===== src/rtl/core/tqls_pkg.sv =====
`default_nettype none

package tqls_pkg;

  localparam int unsigned N_ACT     = 9;
  localparam int unsigned TAB_DEPTH = N_ACT * N_ACT;
  localparam int unsigned ADDR_W    = $clog2(TAB_DEPTH);
  localparam int unsigned CNT_W     = $clog2(N_ACT + 1);

  localparam logic [3:0] LAST_ACT = 4'(N_ACT - 1);

  localparam logic signed [7:0] SCAN_FLOOR  = -8'sd100;
  localparam logic signed [7:0] ZERO_REWARD = -8'sd5;

  localparam logic [7:0] ANGLE_0   = 8'd0;
  localparam logic [7:0] ANGLE_90  = 8'd90;
  localparam logic [7:0] ANGLE_180 = 8'd180;

  localparam logic CMD_START = 1'b0;
  localparam logic CMD_STEP  = 1'b1;

  localparam int unsigned CFG_IDX_W  = 2;
  localparam int unsigned CFG_DATA_W = 5;
  localparam logic [CFG_IDX_W-1:0] CFG_EXPLOIT_THR = 2'd0;
  localparam logic [CFG_IDX_W-1:0] CFG_LEARN_RATE  = 2'd1;
  localparam logic [CFG_IDX_W-1:0] CFG_DISCOUNT    = 2'd2;

  localparam logic [3:0] THR_RESET   = 4'd9;
  localparam logic [4:0] ALPHA_RESET = 5'd8;
  localparam logic [4:0] GAMMA_RESET = 5'd14;

  localparam int unsigned IN_TDATA_W  = 16;
  localparam int unsigned OUT_TDATA_W = 32;

  typedef enum logic [3:0] {
    ST_IDLE,
    ST_DECIDE,
    ST_START,
    ST_SCAN_STATE,
    ST_TAKE_GREEDY,
    ST_SCAN_ACTION,
    ST_READ_OLD,
    ST_CALC_TD,
    ST_CALC_INC,
    ST_WRITE,
    ST_OUT
  } ctrl_state_e;

  typedef struct packed {
    logic load;
    logic start_set;
    logic scan_en;
    logic scan_next_row;
    logic take_greedy;
    logic take_pick;
    logic calc_td;
    logic calc_inc;
    logic write_upd;
    logic out_load;
  } tqls_cmd_t;

  typedef struct packed {
    logic is_start;
    logic greedy;
    logic scan_last;
    logic out_free;
  } tqls_sts_t;

  function automatic logic [7:0] servo_a_angle(input logic [3:0] act);
    logic [7:0] ang;
    unique case (act)
      4'd0, 4'd1, 4'd2: ang = ANGLE_0;
      4'd3, 4'd4, 4'd5: ang = ANGLE_90;
      default:          ang = ANGLE_180;
    endcase
    return ang;
  endfunction

  function automatic logic [7:0] servo_b_angle(input logic [3:0] act);
    logic [7:0] ang;
    unique case (act)
      4'd0, 4'd3, 4'd6: ang = ANGLE_0;
      4'd1, 4'd4, 4'd7: ang = ANGLE_90;
      default:          ang = ANGLE_180;
    endcase
    return ang;
  endfunction

endpackage

`default_nettype wire


===== src/rtl/core/tqls_ctrl.sv =====
`default_nettype none

module tqls_ctrl (
  input  wire logic                 clk_i,
  input  wire logic                 rst_ni,
  input  wire logic                 in_valid_i,
  output logic                      in_ready_o,
  input  wire tqls_pkg::tqls_sts_t  sts_i,
  output tqls_pkg::tqls_cmd_t       cmd_o
);
  import tqls_pkg::*;

  ctrl_state_e state_q, state_d;

  always_ff @(posedge clk_i or negedge rst_ni) begin
    if (!rst_ni) begin
      state_q <= ST_IDLE;
    end else begin
      state_q <= state_d;
    end
  end

  always_comb begin
    state_d = state_q;
    unique case (state_q)
      ST_IDLE: begin
        if (in_valid_i) begin
          state_d = ST_DECIDE;
        end
      end
      ST_DECIDE: begin
        priority if (sts_i.is_start) begin
          state_d = ST_START;
        end else if (sts_i.greedy) begin
          state_d = ST_SCAN_STATE;
        end else begin
          state_d = ST_SCAN_ACTION;
        end
      end
      ST_START:       state_d = ST_OUT;
      ST_SCAN_STATE: begin
        if (sts_i.scan_last) begin
          state_d = ST_TAKE_GREEDY;
        end
      end
      ST_TAKE_GREEDY: state_d = ST_SCAN_ACTION;
      ST_SCAN_ACTION: begin
        if (sts_i.scan_last) begin
          state_d = ST_READ_OLD;
        end
      end
      ST_READ_OLD:    state_d = ST_CALC_TD;
      ST_CALC_TD:     state_d = ST_CALC_INC;
      ST_CALC_INC:    state_d = ST_WRITE;
      ST_WRITE:       state_d = ST_OUT;
      ST_OUT: begin
        if (sts_i.out_free) begin
          state_d = ST_IDLE;
        end
      end
      default:        state_d = ST_IDLE;
    endcase
  end

  always_comb begin
    cmd_o      = '0;
    in_ready_o = 1'b0;
    unique case (state_q)
      ST_IDLE: begin
        in_ready_o = 1'b1;
        cmd_o.load = in_valid_i;
      end
      ST_DECIDE:      cmd_o.take_pick = !sts_i.is_start && !sts_i.greedy;
      ST_START:       cmd_o.start_set = 1'b1;
      ST_SCAN_STATE:  cmd_o.scan_en = 1'b1;
      ST_TAKE_GREEDY: cmd_o.take_greedy = 1'b1;
      ST_SCAN_ACTION: begin
        cmd_o.scan_en       = 1'b1;
        cmd_o.scan_next_row = 1'b1;
      end
      ST_CALC_TD:     cmd_o.calc_td = 1'b1;
      ST_CALC_INC:    cmd_o.calc_inc = 1'b1;
      ST_WRITE:       cmd_o.write_upd = 1'b1;
      ST_OUT:         cmd_o.out_load = sts_i.out_free;
      default:        cmd_o = '0;
    endcase
  end

endmodule

`default_nettype wire


===== src/rtl/core/tqls_datapath.sv =====
`default_nettype none

module tqls_datapath #(
  parameter int unsigned QB = 8
) (
  input  wire logic                                clk_i,
  input  wire logic                                rst_ni,
  input  wire logic                                cfg_we_i,
  input  wire logic [tqls_pkg::CFG_IDX_W-1:0]      cfg_idx_i,
  input  wire logic [tqls_pkg::CFG_DATA_W-1:0]     cfg_data_i,
  input  wire logic                                in_cmd_i,
  input  wire logic [3:0]                          in_draw_i,
  input  wire logic [3:0]                          in_pick_i,
  input  wire logic signed [7:0]                   in_delta_i,
  input  wire tqls_pkg::tqls_cmd_t                 cmd_i,
  output tqls_pkg::tqls_sts_t                      sts_o,
  input  wire logic                                out_ready_i,
  output logic                                     out_valid_o,
  output logic [3:0]                               out_action_o,
  output logic [7:0]                               out_servo_a_o,
  output logic [7:0]                               out_servo_b_o,
  output logic                                     out_explored_o,
  output logic signed [7:0]                        out_value_o
);
  import tqls_pkg::*;

  localparam int unsigned TW = QB + 8;
  localparam int unsigned PW = TW + 6;
  localparam logic signed [PW-1:0] QMAX = PW'((1 << (QB - 1)) - 1);
  localparam logic signed [PW-1:0] QMIN = -QMAX - PW'(1);
  localparam logic signed [PW-1:0] ROUND_ADJ = PW'(255);

  logic [3:0] thr_q;
  logic [4:0] alpha_q, gamma_q;

  always_ff @(posedge clk_i or negedge rst_ni) begin
    if (!rst_ni) begin
      thr_q   <= THR_RESET;
      alpha_q <= ALPHA_RESET;
      gamma_q <= GAMMA_RESET;
    end else if (cfg_we_i) begin
      unique case (cfg_idx_i)
        CFG_EXPLOIT_THR: thr_q   <= cfg_data_i[3:0];
        CFG_LEARN_RATE:  alpha_q <= cfg_data_i;
        CFG_DISCOUNT:    gamma_q <= cfg_data_i;
        default: begin
        end
      endcase
    end
  end

  logic                cmd_q;
  logic [3:0]          draw_q, pick_q;
  logic signed [7:0]   delta_q;

  always_ff @(posedge clk_i) begin
    if (cmd_i.load) begin
      cmd_q   <= in_cmd_i;
      draw_q  <= in_draw_i;
      pick_q  <= (in_pick_i > LAST_ACT) ? LAST_ACT : in_pick_i;
      delta_q <= in_delta_i;
    end
  end

  logic [3:0] present_q, act_q;
  logic       expl_q;

  always_ff @(posedge clk_i or negedge rst_ni) begin
    if (!rst_ni) begin
      present_q <= '0;
    end else if (cmd_i.start_set) begin
      present_q <= pick_q;
    end else if (cmd_i.write_upd) begin
      present_q <= act_q;
    end
  end

  logic [CNT_W-1:0] scan_cnt_q, scan_cnt_d;
  logic [3:0]       best_idx_q;
  logic signed [QB-1:0] best_q;

  always_ff @(posedge clk_i) begin
    priority if (cmd_i.start_set || cmd_i.take_pick) begin
      act_q  <= pick_q;
      expl_q <= !cmd_i.start_set;
    end else if (cmd_i.take_greedy) begin
      act_q  <= best_idx_q;
      expl_q <= 1'b0;
    end
  end

  // Table address: row times nine plus column.
  logic [3:0]        row, col;
  logic [ADDR_W-1:0] addr;
  logic              scan_issue;

  assign scan_issue = scan_cnt_q < CNT_W'(N_ACT);
  assign row  = (cmd_i.scan_en && cmd_i.scan_next_row) ? act_q : present_q;
  assign col  = cmd_i.scan_en ? (scan_issue ? 4'(scan_cnt_q) : 4'd0) : act_q;
  assign addr = ADDR_W'({row, 3'b000}) + ADDR_W'(row) + ADDR_W'(col);

  logic [QB-1:0]        mem_q [TAB_DEPTH];
  logic [QB-1:0]        rd_data_q;
  logic [TAB_DEPTH-1:0] vld_q;
  logic                 rd_vld_q;
  logic signed [QB-1:0] new_val;
  logic signed [QB-1:0] q_rd;

  always_ff @(posedge clk_i) begin
    if (cmd_i.write_upd) begin
      mem_q[addr] <= new_val;
    end
    rd_data_q <= mem_q[addr];
  end

  always_ff @(posedge clk_i or negedge rst_ni) begin
    if (!rst_ni) begin
      vld_q    <= '0;
      rd_vld_q <= 1'b0;
    end else begin
      if (cmd_i.start_set) begin
        vld_q <= '0;
      end else if (cmd_i.write_upd) begin
        vld_q[addr] <= 1'b1;
      end
      rd_vld_q <= vld_q[addr];
    end
  end

  assign q_rd = rd_vld_q ? $signed(rd_data_q) : '0;

  always_comb begin
    scan_cnt_d = '0;
    if (cmd_i.scan_en && scan_issue) begin
      scan_cnt_d = scan_cnt_q + CNT_W'(1);
    end
  end

  always_ff @(posedge clk_i or negedge rst_ni) begin
    if (!rst_ni) begin
      scan_cnt_q <= '0;
    end else begin
      scan_cnt_q <= scan_cnt_d;
    end
  end

  // The first scan cycle only issues a read, so it also seeds the running maximum.
  always_ff @(posedge clk_i) begin
    if (cmd_i.scan_en) begin
      if (scan_cnt_q == '0) begin
        best_q     <= QB'(SCAN_FLOOR);
        best_idx_q <= '0;
      end else if (q_rd > best_q) begin
        best_q     <= q_rd;
        best_idx_q <= 4'(scan_cnt_q - CNT_W'(1));
      end
    end
  end

  logic signed [7:0]    half, reward;
  logic signed [QB+5:0] gamma_prod;
  logic signed [TW-1:0] td_q;
  logic signed [QB-1:0] old_q;
  logic signed [PW-1:0] prod_q, prod_adj, inc, sum;

  assign half       = (delta_q + $signed({7'd0, delta_q[7]})) >>> 1;
  assign reward     = (half == 8'sd0) ? ZERO_REWARD : half;
  assign gamma_prod = $signed({1'b0, gamma_q}) * best_q;

  always_ff @(posedge clk_i) begin
    if (cmd_i.calc_td) begin
      old_q <= q_rd;
      td_q  <= (TW'(reward) <<< 4) + TW'(gamma_prod) - (TW'(q_rd) <<< 4);
    end
    if (cmd_i.calc_inc) begin
      prod_q <= $signed({1'b0, alpha_q}) * td_q;
    end
  end

  // Division by 256 rounds toward zero.
  assign prod_adj = prod_q + (prod_q[PW-1] ? ROUND_ADJ : '0);
  assign inc      = prod_adj >>> 8;
  assign sum      = PW'(old_q) + inc;

  always_comb begin
    priority if (sum > QMAX) begin
      new_val = QMAX[QB-1:0];
    end else if (sum < QMIN) begin
      new_val = QMIN[QB-1:0];
    end else begin
      new_val = sum[QB-1:0];
    end
  end

  logic signed [7:0] res_q;

  always_ff @(posedge clk_i) begin
    if (cmd_i.start_set) begin
      res_q <= '0;
    end else if (cmd_i.write_upd) begin
      res_q <= new_val[7:0];
    end
  end

  logic       out_valid_q;
  logic [3:0] out_act_q;
  logic       out_expl_q;
  logic signed [7:0] out_val_q;

  always_ff @(posedge clk_i or negedge rst_ni) begin
    if (!rst_ni) begin
      out_valid_q <= 1'b0;
    end else if (cmd_i.out_load) begin
      out_valid_q <= 1'b1;
    end else if (out_ready_i) begin
      out_valid_q <= 1'b0;
    end
  end

  always_ff @(posedge clk_i) begin
    if (cmd_i.out_load) begin
      out_act_q  <= act_q;
      out_expl_q <= expl_q;
      out_val_q  <= res_q;
    end
  end

  assign out_valid_o    = out_valid_q;
  assign out_action_o   = out_act_q;
  assign out_servo_a_o  = servo_a_angle(out_act_q);
  assign out_servo_b_o  = servo_b_angle(out_act_q);
  assign out_explored_o = out_expl_q;
  assign out_value_o    = out_val_q;

  assign sts_o.is_start  = (cmd_q == CMD_START);
  assign sts_o.greedy    = draw_q < thr_q;
  assign sts_o.scan_last = cmd_i.scan_en && !scan_issue;
  assign sts_o.out_free  = !out_valid_q || out_ready_i;

endmodule

`default_nettype wire


===== src/rtl/core/tabular_q_learning_step_top.sv =====
// Tabular Q-learning step engine with epsilon-greedy action choice. It keeps a nine by
// nine table of signed Q values and a present state. A transfer with tuser low is a
// start: it clears the table and loads the state from random_pick, and its result shows
// that state with explored and updated_value at zero. A transfer with tuser high is a
// learning step: it chooses an action, maps it to two servo angles and applies the
// temporal-difference update to the table. One item is worked on at a time. A start
// scans no row, an exploring step one and a greedy step two; each nine-entry row is
// scanned through the single table read port. The user must write configuration
// through cfg_we_i, cfg_idx_i and cfg_data_i only while the block is idle; the block
// itself does not enforce this.
`default_nettype none

module tabular_q_learning_step_top #(
  parameter int unsigned Q_BITS = 8
) (
  input  wire logic                                clk_i,
  input  wire logic                                rst_ni,
  input  wire logic                                cfg_we_i,
  input  wire logic [tqls_pkg::CFG_IDX_W-1:0]      cfg_idx_i,
  input  wire logic [tqls_pkg::CFG_DATA_W-1:0]     cfg_data_i,
  input  wire logic                                s_axis_tvalid,
  output logic                                     s_axis_tready,
  // explore_draw [3:0], random_pick [7:4], count_delta [15:8]
  input  wire logic [tqls_pkg::IN_TDATA_W-1:0]     s_axis_tdata,
  // cmd [0]
  input  wire logic                                s_axis_tuser,
  output logic                                     m_axis_tvalid,
  input  wire logic                                m_axis_tready,
  // action [3:0], servo_a_angle [11:4], servo_b_angle [19:12], updated_value [27:20]
  output logic [tqls_pkg::OUT_TDATA_W-1:0]         m_axis_tdata,
  // explored [0]
  output logic                                     m_axis_tuser
);
  import tqls_pkg::*;

  tqls_cmd_t cmd;
  tqls_sts_t sts;

  logic [3:0]        out_action;
  logic [7:0]        out_servo_a, out_servo_b;
  logic signed [7:0] out_value;

  tqls_ctrl u_ctrl (
    .clk_i      (clk_i),
    .rst_ni     (rst_ni),
    .in_valid_i (s_axis_tvalid),
    .in_ready_o (s_axis_tready),
    .sts_i      (sts),
    .cmd_o      (cmd)
  );

  tqls_datapath #(
    .QB (Q_BITS)
  ) u_datapath (
    .clk_i          (clk_i),
    .rst_ni         (rst_ni),
    .cfg_we_i       (cfg_we_i),
    .cfg_idx_i      (cfg_idx_i),
    .cfg_data_i     (cfg_data_i),
    .in_cmd_i       (s_axis_tuser),
    .in_draw_i      (s_axis_tdata[3:0]),
    .in_pick_i      (s_axis_tdata[7:4]),
    .in_delta_i     ($signed(s_axis_tdata[15:8])),
    .cmd_i          (cmd),
    .sts_o          (sts),
    .out_ready_i    (m_axis_tready),
    .out_valid_o    (m_axis_tvalid),
    .out_action_o   (out_action),
    .out_servo_a_o  (out_servo_a),
    .out_servo_b_o  (out_servo_b),
    .out_explored_o (m_axis_tuser),
    .out_value_o    (out_value)
  );

  assign m_axis_tdata = {4'd0, out_value, out_servo_b, out_servo_a, out_action};

endmodule

`default_nettype wire


===== config.mk =====
export PLATFORM = sky130hd
export DESIGN_NAME = tabular_q_learning_step_top
export DESIGN_NICKNAME = d
export VERILOG_FILES = /design/src/rtl/core/tqls_pkg.sv /design/src/rtl/core/tqls_ctrl.sv /design/src/rtl/core/tqls_datapath.sv /design/src/rtl/core/tabular_q_learning_step_top.sv
export SDC_FILE = /design/constraint.sdc
export NUM_CORES = 1
export LEC_CHECK = 0
export BUFFER_PORTS_ARGS = -buffer_cell sky130_fd_sc_hd__buf_2
export CAP_MARGIN = 15
export CORE_AREA = 10 10 267 269
export DETAILED_ROUTE_END_ITERATION = 7
export DIE_AREA = 0 0 277 279
export GPL_TIMING_DRIVEN = 0
export MAX_ROUTING_LAYER = met4
export PLACE_DENSITY = 0.76
export SYNTH_ARGS = -nofsm -noshare
export SYNTH_HDL_FRONTEND = slang
export SYNTH_SLANG_ARGS = --single-unit

===== constraint.sdc =====
create_clock -name clk_i -period 22.1 [get_ports clk_i]
set_input_delay 2.21 -clock clk_i [delete_from_list [all_inputs] [get_ports clk_i]]
set_output_delay 2.21 -clock clk_i [all_outputs]
set_load 0.05 [all_outputs]

After elaboration in Yosys (flattened, before gate mapping)
Memories as Yosys holds them, arrays and structs flattened. A register that Yosys moved wholly into a read port is not among the register bits.
Index checks and enable logic that the tools add are counted.
Widths: inputs -> output; s select.
{"block": "word_totals", "output_inout_bits": 35, "regBits": 210, "rom_bits": 0, "mem_count": 1, "latch_bits": 0, "ram_bits": 648, "in_bits": 29, "elab_cells": 146}
{"memory": "u_datapath.mem_q", "words": 81, "word_bits": 8, "rd": 1, "rd_ports_with_merged_regs": 1, "wr": 1, "line": "tqls_datapath.sv:102", "source": "logic [QB-1:0] mem_q [TAB_DEPTH];"}
{"block": "classes", "n_lt_le_gt_ge": 8, "n_bitwise": 1, "n_mul": 2, "div_mod_pow": 0, "eq_ne": 23, "n_reduce_logical": 31, "shift": 0, "n_mux": 47, "add_sub_neg": 9}
{"cell": "$mux 81", "n": 2}
{"cell": "$or 81x81->81", "n": 1}
{"cell": "$mux 4", "n": 14}
{"cell": "$mux 8", "n": 6}
{"cell": "$pmux 4 s10", "n": 1}
{"cell": "$eq 4x3->1 const B", "n": 8}
{"cell": "$pmux 8 s2", "n": 2}
{"cell": "$add 22x8->22", "n": 1}
{"cell": "$gt 22x8->1 const B", "n": 1}
{"cell": "$lt 22x8->1 const B", "n": 1}
{"cell": "$mul 6x16->22", "n": 1}
{"cell": "$mux 1", "n": 19}
{"cell": "$eq 4x2->1 const B", "n": 4}
{"cell": "$sub 15x12->16", "n": 1}
{"cell": "$add 12x14->15", "n": 1}
{"cell": "$add 8x14->15", "n": 1}
{"cell": "$add 7x4->7", "n": 2}
{"cell": "$mul 6x8->14", "n": 1}
{"cell": "$eq 4x4->1 const B", "n": 3}
{"cell": "$logic_not 4->1", "n": 3}
{"cell": "$reduce_or 3->1", "n": 4}
{"cell": "$add 8x2->8", "n": 1}
{"cell": "$eq 4x1->1 const B", "n": 2}
{"cell": "$gt 8x8->1", "n": 1}
{"cell": "other kinds (23)", "n": 40}

Longest topological paths before layout
Gate-level depths: netlist of run 1.
{"block": "logic_depth", "word_depth": 14, "mapped_depth": 23, "depth_no_buf": 23}

Hierarchy
From an unflattened synthesis of run 1, not the netlist that was laid out.
{"block": "hier_totals", "cells_unflattened": 2844, "area_unflattened_um2": 39036.2}
{"mod": "tqls_datapath", "n_inst": 1, "cells_per_inst": 2787, "area_each_um2": 38608.3, "seq_area_each_um2": 25206.7}
{"mod": "tqls_ctrl", "n_inst": 1, "cells_per_inst": 52, "area_each_um2": 394.1, "seq_area_each_um2": 100.1}
{"mod": "tabular_q_learning_step_top", "n_inst": 1, "cells_per_inst": 5, "area_each_um2": 33.8, "seq_area_each_um2": 0.0}

Worst setup path before layout of run 1
OpenSTA, ideal clock, no wires.
{"block": "synth_timing", "kind": "reg-to-reg", "startpoint": "register u_datapath.prod_q[21]", "endpoint": "memory u_datapath.mem_q[0][6], data pin", "arrival_time_ns": 7.958, "synth_period_minus_slack_ns": 8.791, "path_buffers": 2, "setup_slack_ns": 13.309, "required_time_ns": 21.267, "path_stages_with_launch": 19, "setup_ns": 0.833, "cell_sequence": "edfxtp_1 > ha_1 > a31o_2 > a21o_1 > a21oi_1 > o21ai_0 > a21oi_1 > nor3_1 > nand3_1 > xnor2_1 > ha_1 > buf_2 > nand2_1 > o21ai_1 > o21bai_1 > a31oi_1 > o31a_1 > clkbuf_1 > o21ai_0"}
{"block": "synth_via", "elab_chain_len": 6, "elab_cells_between_ends": 7, "classes_between": "add/sub (2); order compare (2); mux (3)"}
{"element": "start, declared", "line": "tqls_datapath.sv:164", "source": "logic signed [PW-1:0] prod_q, prod_adj, inc, sum;"}
{"element": "start signal, assigned", "line": "tqls_datapath.sv:176", "source": "prod_q <= $signed({1'b0, alpha_q}) * td_q;"}
{"element": "$mux 8", "line": "tqls_datapath.sv:181", "source": "assign prod_adj = prod_q + (prod_q[PW-1] ? ROUND_ADJ : '0);"}
{"element": "$add 22x8->22 (*)", "line": "tqls_datapath.sv:181"}
{"element": "$add 8x14->15 (*)", "line": "tqls_datapath.sv:183", "source": "assign sum = PW'(old_q) + inc;"}
{"element": "$lt 22x8->1", "line": "tqls_datapath.sv:188", "source": "end else if (sum < QMIN) begin"}
{"element": "$mux 8", "line": "tqls_datapath.sv:188"}
{"element": "$mux 8 (*)", "line": "tqls_datapath.sv:186", "source": "priority if (sum > QMAX) begin"}
{"element": "via u_datapath.new_val[6]", "line": "tqls_datapath.sv:106", "source": "logic signed [QB-1:0] new_val;"}
{"element": "end, declared", "line": "tqls_datapath.sv:102"}
Mark *: on every way through the listed nets, which the timed path passes. The rest lies on a longest branch.

Worst setup path after layout of run 1
{"block": "layout_timing", "startpoint": "register u_ctrl.state_q[1]", "endpoint": "memory u_datapath.mem_q[42][6], enable pin"}
{"block": "layout_via", "elab_chain_len": 7, "elab_cells_between_ends": 14, "classes_between": "add/sub (2); eq/ne (3); mux (7); reduce/logical (2)"}
{"element": "start, declared", "line": "tqls_ctrl.sv:13", "source": "ctrl_state_e state_q, state_d;"}
{"element": "start signal, assigned", "line": "tqls_ctrl.sv:19", "source": "state_q <= state_d;"}
{"element": "$eq 4x2->1 or $eq 4x3->1 (tied branches)", "line": "tqls_ctrl.sv:68", "source": "unique case (state_q)"}
{"element": "$reduce_or 2->1 (no source line)"}
{"element": "$mux 1", "line": "tqls_ctrl.sv:68"}
{"element": "$logic_and 1x1->1", "line": "tqls_datapath.sv:98", "source": "assign row = (cmd_i.scan_en && cmd_i.scan_next_row) ? act_q : present_q;"}
{"element": "$mux 4", "line": "tqls_datapath.sv:98"}
{"element": "$add 7x4->7 (2 in series)", "line": "tqls_datapath.sv:100", "source": "assign addr = ADDR_W'({row, 3'b000}) + ADDR_W'(row) + ADDR_W'(col);"}
Several ways; a longest one is shown, not always the timed one.

==> results.cfg, run 1 <==
[status]
result_of_the_run = complete, but fails checks
violations_in_the_final_reports = DRC

[synthesis]
syn_inst = 2826
post_synth_num_cell_types = 80
synth.top_cell.area_share = 0.567
synth.yosys.seq_area_share = 0.645
top_ff_cell_synth = edfxtp_1
synthTopCellsByCount = 741 x edfxtp_1, 196 x a22oi_1, 186 x nor2_1
synth.yosys.warnings = 0
synth.area.top_cells = edfxtp_1 57%, dfrtp_1 6.6%, fa_1 5.0%
synthArstFlopShare = 0.126
synth_area_leader_cell = edfxtp_1
synth_area_sq_um = 39200
synth_area_per_cell_sq_um = 13.9
synth-seq-cells = 866
post-synth-top-count-cell = edfxtp_1
edff_count_synth = 741

[hold_path]
timing.hold.worst_endpoint = u_datapath.out_value_o[4]$_DFFE_PP_
timing.hold.worst.start = u_datapath.res_q[4]$_SDFFE_PN0P_
min-delay-path-class = flop to flop
whs_path_depth = 0

[critical_path]
cp.arrival_ns = 8.54
worst-endpoint-required_ns = 22.36
register_to_register_setup_slack_ns = 13.82
worst-setup-path-type = flop to flop
worstSetupEndpointType = flop
worst_r2r_path_depth = 17
critical_path.max_fanout = 10
start_kind = flop
worst_r2r_endpoint = u_datapath.mem_q[42][6]$_DFFE_PP_
worst_reg2reg_startpoint = u_ctrl.state_q[1]$_DFFE_PN0P_

[sta]
clock.fmax_mhz = 121
totalNegativeSetupSlack_ns = 0
timing.slew.headroom = 0.100
report.final.hold_viol_count = 0
timing.final.crit_share = 0.374
fin_skew_ns = 0.0203
max_slew.worst_pin.slew_ns = 1.35
final_count_of_negative_setup_slack_endpoints = 0
timing.final.crit_period_ns = 8.28
unrepaired_setup_endpoints_after_global_routing = false
slew_violations = 0

[clock_tree]
clk_pin_slew_ns = 0.07
worstSkewPairLatency_ns = 0.65
clock_tree.htree_level_count = 3
post_cts_buffers = 0
cts_tree = built
clock_sinks = 866
root_buffer = clkbuf_16
post_cts_hold_buffer_count = 0
cts_made_buffers = 85
max-clock-path-buffers = 3
cts_repair_resize_count = 0

[die]
floorplan.initialDensity = 0.598
die-area_sq_um = 77300
num_io_pins = 64
die-width_um = 277
die_h_um = 279
rows = 94
design.core.area_sq_um = 65600

[finish]
syn2layout_area_growth_pct = 12.9
final_cell_count_no_fill = 3950
area.sequential_sq_um = 25300
layout.nets = 3249
post_route_cells_drive_above_1_share = 0.110
area_of_the_multi_input_gates_sq_um = 12900
final.fill_count = 4480

[global_route]
globalRouteMet2Util = 0.445
grt.met3_usage = 0.102
grt_start_max_net_pins = 87
groute.usage.overall = 0.311
met1_usage = 0.391
grt_overflow_total = 0
grt_antenna_before_repair = 2
first_pass_grt_wire_length_um = 173000
grt_busiest_layer = met2
vias_in_the_first_global_route = 26200

[place]
port_buffers = 57
placed_cells_incl_taps = 3776
place_congestion = 1.06
dp_hpwl_um = 81200

[route]
wl_per_cell_um = 30.3
route.final.wire_length_um = 120000
drt_iter0_markers = 4078
avgViaCountPerCell = 6.84
route.detailed.drc = 15
num_vias = 27000
detail_route.first_pass.iterations = 8
antenna_violating_nets_post_route = 0

[flow_run]
max-cap-violations = 0
[logic make-up (layout without fill, tap and decap cells)]
logic type | Yosys count | after routing | synth area share
flops | 866 | 866 | 0.645
compound gates | 692 | 692 | 0.127
simple gates | 665 | 665 | 0.0851
buf+inv | 285 | 534 | 0.0302
fa+ha+maj | 212 | 212 | 0.0864
xor+xnor | 68 | 68 | 0.0158
mux | 37 | 37 | 0.0106
other cells | 1 | 12 | 0.0000956
[how the worst max path moves through the flow]
stage                                     from                                 to  cells after the start
6_report         u_ctrl.state_q[1]$_DFFE_PN0P_  u_datapath.mem_q[42][6]$_DFFE_PP_                     17
5_1_grt          u_ctrl.state_q[1]$_DFFE_PN0P_  u_datapath.mem_q[42][6]$_DFFE_PP_                     17
4_1_cts          u_ctrl.state_q[1]$_DFFE_PN0P_  u_datapath.mem_q[74][3]$_DFFE_PP_                     17
3_5_place_dp     u_ctrl.state_q[1]$_DFFE_PN0P_  u_datapath.mem_q[74][7]$_DFFE_PP_                     17
3_3_place_gp   u_datapath.prod_q[21]$_DFFE_PP_  u_datapath.mem_q[63][5]$_DFFE_PP_                     15
2_1_floorplan  u_datapath.prod_q[21]$_DFFE_PP_   u_datapath.mem_q[0][6]$_DFFE_PP_                     18
[sequential cells by signal, indices dropped and copies added, names as in the netlist, 5 cells and up]
signal	count
u_datapath.delta_q	8
u_datapath.best_q	8
u_datapath.gamma_q	5
u_datapath.out_value_o	8
u_datapath.vld_q	81
u_datapath.mem_q	648
u_datapath.alpha_q	5
u_datapath.res_q	8
u_datapath.td_q	16
u_datapath.old_q	8
u_datapath.prod_q	22
u_datapath.rd_data_q	8
[worst max-delay path, cell delays in order, from the launching register on]
cell and delay, ns:
dfrtp_1 0.41, clkbuf_1 0.37, xor2_1 0.19, nand3b_1 0.49, a21o_1 0.43, o21ai_0 0.22
ha_1 0.17, ha_1 0.16, inv_1 0.06, fa_1 0.48, buf_2 0.24, and3b_1 0.18
buf_2 0.36, buf_2 0.47, buf_1 0.97, clkbuf_1 0.77, nand2_1 0.79, nor2_1 1.09
[metal layers]
layer,vias to the layer above,share of wire
met5,-,0
met4,0,0.063
met3,440,0.14
met2,2040,0.43
met1,13400,0.36
li1,11100,-
[layout make-up]
type	count	area share
tap	864	0.0244
antenna	6	0.000339
sequential	866	0.572
timing repair buffer	90	0.0189
clock buffer	103	0.0510
clock inverter	56	0.0163
buffer	149	0.0152
inverter	136	0.0115
multi-input combinational	1680	0.291
[through the flow]
step | hold WS [ns] | setup WS (ns) | util | cell area, sq um
6_report | 0.436 | 13.82 | 0.674 | 44300
5_1_grt | 0.453 | 13.84 | 0.674 | 44200
4_1_cts | 0.438 | 14.07 | 0.673 | 44100
3_5_place_dp | 0.420 | 14.07 | 0.627 | 41200
3_3_place_gp | 0.410 | 3.76 | 0.619 | 40600
2_1_floorplan | 0.400 | 13.31 | - | 39200
[placed cells by master, fill, tap and decap left out, types with 59 or more instances in the layout]
cell,netlist,final
nand4_1,67,67
inv_1,136,136
and2_1,84,84
clkbuf_16,0,87
nand2_1,141,141
nand3_1,59,59
a22o_1,68,68
edfxtp_1,741,741
a21oi_1,122,120
dfrtp_1,103,103
a221oi_1,71,71
buf_2,36,93
clkbuf_1,80,94
fa_1,98,98
nor2_1,186,186
ha_1,114,114
a22oi_1,196,196
Power of run 1 is not shown: default switching activity piles up to over one toggle a cycle in this logic, so the estimate is an artifact.
==> run 2: changes to the inputs <==
--- a/config.mk
+++ b/config.mk
@@ -5,11 +5,12 @@
 export SDC_FILE = /design/constraint.sdc
 export NUM_CORES = 1
 export LEC_CHECK = 0
+export ABC_AREA = 1
 export BUFFER_PORTS_ARGS = -buffer_cell sky130_fd_sc_hd__buf_2
 export CAP_MARGIN = 15
-export CORE_AREA = 10 10 267 269
+export CORE_AREA = 10 10 269 271
 export DETAILED_ROUTE_END_ITERATION = 7
-export DIE_AREA = 0 0 277 279
+export DIE_AREA = 0 0 279 281
 export GPL_TIMING_DRIVEN = 0
 export MAX_ROUTING_LAYER = met4
 export PLACE_DENSITY = 0.76
==> constraint.sdc (replaced) <==
create_clock -name clk_i -period 8.4 [get_ports clk_i]
set_input_delay 0.84 -clock clk_i [delete_from_list [all_inputs] [get_ports clk_i]]
set_output_delay 0.84 -clock clk_i [all_outputs]
set_load 0.05 [all_outputs]
==> run 2 against run 1 <==
  * The flow now finishes without violations
  * Worst setup slack worse by 12 ns
  * Synthesized cell count up 26%
  * Register-to-register slack worse by 12 ns
  * Fmax up 22%
  * Critical path depth up 7
  * Global-route usage down 1.0 points
  * Cell count up 18%
  * Non-clock buffer count down 38
  * Sequential share of layout area down 0.081 points
  * Sequential cell count unchanged
  * Clock-buffer cell count up 10
==> results.cfg, run 2 <==
[status]
result_of_the_run = finished clean

[die]
die-area_sq_um = 78400
num_io_pins = 64
design.core.area_sq_um = 66800
rows = 95
die-width_um = 279
floorplan.initialDensity = 0.598
die_h_um = 281

[synthesis]
syn_inst = 3571
synth_area_leader_cell = edfxtp_1
synth_area_sq_um = 39900
synthTopCellsByCount = 980 x nand2_1, 741 x edfxtp_1, 519 x inv_1
edff_count_synth = 741
synth-seq-cells = 866
synth.yosys.warnings = 0
top_ff_cell_synth = edfxtp_1
synth.yosys.seq_area_share = 0.634
synthArstFlopShare = 0.126
synth_area_per_cell_sq_um = 11.2
synth.area.top_cells = edfxtp_1 56%, nand2_1 9.2%, dfrtp_1 6.5%
post-synth-top-count-cell = nand2_1
synth.top_cell.area_share = 0.557
post_synth_num_cell_types = 53

[finish]
layout.cell_area.non_filler_sq_um = 44300
largestRegisters = u_datapath.mem_q: 648 flops, u_datapath.vld_q: 81 flops, u_datapath.prod_q: 22 flops
number_of_flip_flops_under_the_largest_register_name = 648
post-route-util = 0.663
most-common-layout-cells = 973 x nand2_1, 741 x edfxtp_1, 518 x inv_1
layout.nets = 3980
post_route_cells_drive_above_1_share = 0.0712
registers.top_by_ff_count = u_datapath.mem_q
syn2layout_area_growth_pct = 11.0
mostFrequentLayoutCell = nand2_1

[route]
route.final.wire_length_um = 115000
detail_route.first_pass.iterations = 8
avgViaCountPerCell = 6.04
wl_per_cell_um = 24.5
antenna_violating_nets_post_route = 0
route.detailed.drc = 0
num_vias = 28300
drt_iter0_markers = 4437

[critical_path]
worstSetupEndpointType = flop
crit_start = u_ctrl.state_q[0]$_DFFE_PN0P_
cp.arrival_ns = 7.29
worst_reg2reg_startpoint = u_ctrl.state_q[0]$_DFFE_PN0P_
worst-endpoint-required_ns = 8.93
start_kind = flop
worst-setup-path-type = flop to flop
critical_path.max_fanout = 10

[place]
place_congestion = 1.02
dp_hpwl_um = 75900
port_buffers = 57
postPlaceCellArea_sq_um = 41600

[global_route]
grt_start_max_net_pins = 83
grt_antenna_before_repair = 1
groute.usage.overall = 0.301
first_pass_grt_wire_length_um = 169000
grt_overflow_total = 0
vias_in_the_first_global_route = 26900

[clock_tree]
clk_pin_slew_ns = 0.06
root_buffer = clkbuf_16
post_cts_hold_buffer_count = 0
cts_made_buffers = 85
post_cts_buffers = 0
max-clock-path-buffers = 3
worstSkewPairLatency_ns = 0.68
clock_sinks = 866
cts_repair_resize_count = 0
clock_tree.htree_level_count = 3
cts_tree = built

[sta]
final_count_of_negative_setup_slack_endpoints = 0
clock.fmax_mhz = 148
slew_violations = 0
totalNegativeSetupSlack_ns = 0
timing.final.crit_share = 0.805
fin_skew_ns = 0.0640
hold_slack_ns = 0.0844
timing.slew.headroom = 0.0255
timing.final.crit_period_ns = 6.76
report.final.hold_viol_count = 0
unrepaired_setup_endpoints_after_global_routing = false
max_slew.worst_pin.slew_ns = 1.46

[flow_run]
max-cap-violations = 0

[hold_path]
min-delay-path-class = primary input to async pin
==> run 2: worst max-delay path, cell delays in order (launching register included) <==
cell,delay (ns)
dfrtp_1,0.41
inv_2,0.10
nor2_2,0.05
nand2_2,0.17
inv_1,0.07
or2_2,0.29
clkbuf_1,0.18
nand2_1,0.32
o22ai_1,0.12
ha_1,0.31
ha_1,0.21
inv_1,0.07
fa_1,0.40
clkbuf_2,0.16
nor2_1,0.14
nand2_1,0.42
clkinv_1,0.25
clkbuf_1,1.03
clkbuf_1,0.82
nand2_1,0.14
o2111ai_1,0.12
o21ai_0,0.29
nand4_1,0.22
nand2_1,0.15
nand3_1,0.20
==> run 2: worst paths after layout <==
path	to	slack (ns)	depth (start not counted)
worst max-delay path	u_datapath.rd_data_q[7]$_DFF_P_	1.64	24
min in group clk_i	u_datapath.draw_q[3]$_DFFE_PP_	0.36	1
max in group asynchronous	u_datapath.gamma_q[1]$_DFFE_PN1P_	7.45	2
worst max register to register	u_datapath.rd_data_q[7]$_DFF_P_	1.64	24
worst min register to register	u_datapath.out_value_o[2]$_DFFE_PP_	0.43	0
worst min-delay path	u_datapath.vld_q[53]$_DFFE_PN0N_	0.08	1
==> run 2: kinds of logic after synthesis <==
| group | after synthesis | synth area share |
|---|---|---|
| adder cells (fa/ha/maj) | 212 | 0.0848 |
| AO/OA/AOI/OAI | 441 | 0.0668 |
| buffers and inverters | 655 | 0.0636 |
| other | 1 | 0.0000939 |
| AND/OR/NAND/NOR | 1344 | 0.139 |
| flip-flops | 866 | 0.634 |
| XOR/XNOR | 52 | 0.0116 |
==> run 2: layout make-up <==
class | instances | area [sq um]
Sequential cell | 866 | 25300
Clock buffer | 113 | 2240
Clock inverter | 40 | 398
Timing Repair Buffer | 76 | 558
Fill cell | 4852 | 22500
Inverter | 530 | 1990
Tap cell | 873 | 1090
Antenna cell | 1 | 2.50
Buffer | 125 | 552
Multi-Input combinational cell | 2055 | 12200
==> run 2: routing by layer <==
layer	vias up	GRT usage	share of wire
met5	-	-	0
met4	0	0.131	0.051
met3	405	0.0875	0.15
met2	2058	0.433	0.43
met1	13400	0.396	0.36
li1	12400	-	-
==> run 2: through the flow <==
stage | instances | worst slack (ns)
after floorplan | 3576 | 2.97
after global placement | 4506 | 0.135
after detailed placement | 4521 | 2.16
after CTS | 4674 | 2.01
after global routing | 4679 | 1.53
final | 4679 | 1.64
Power of run 2 is left out for the same reason.
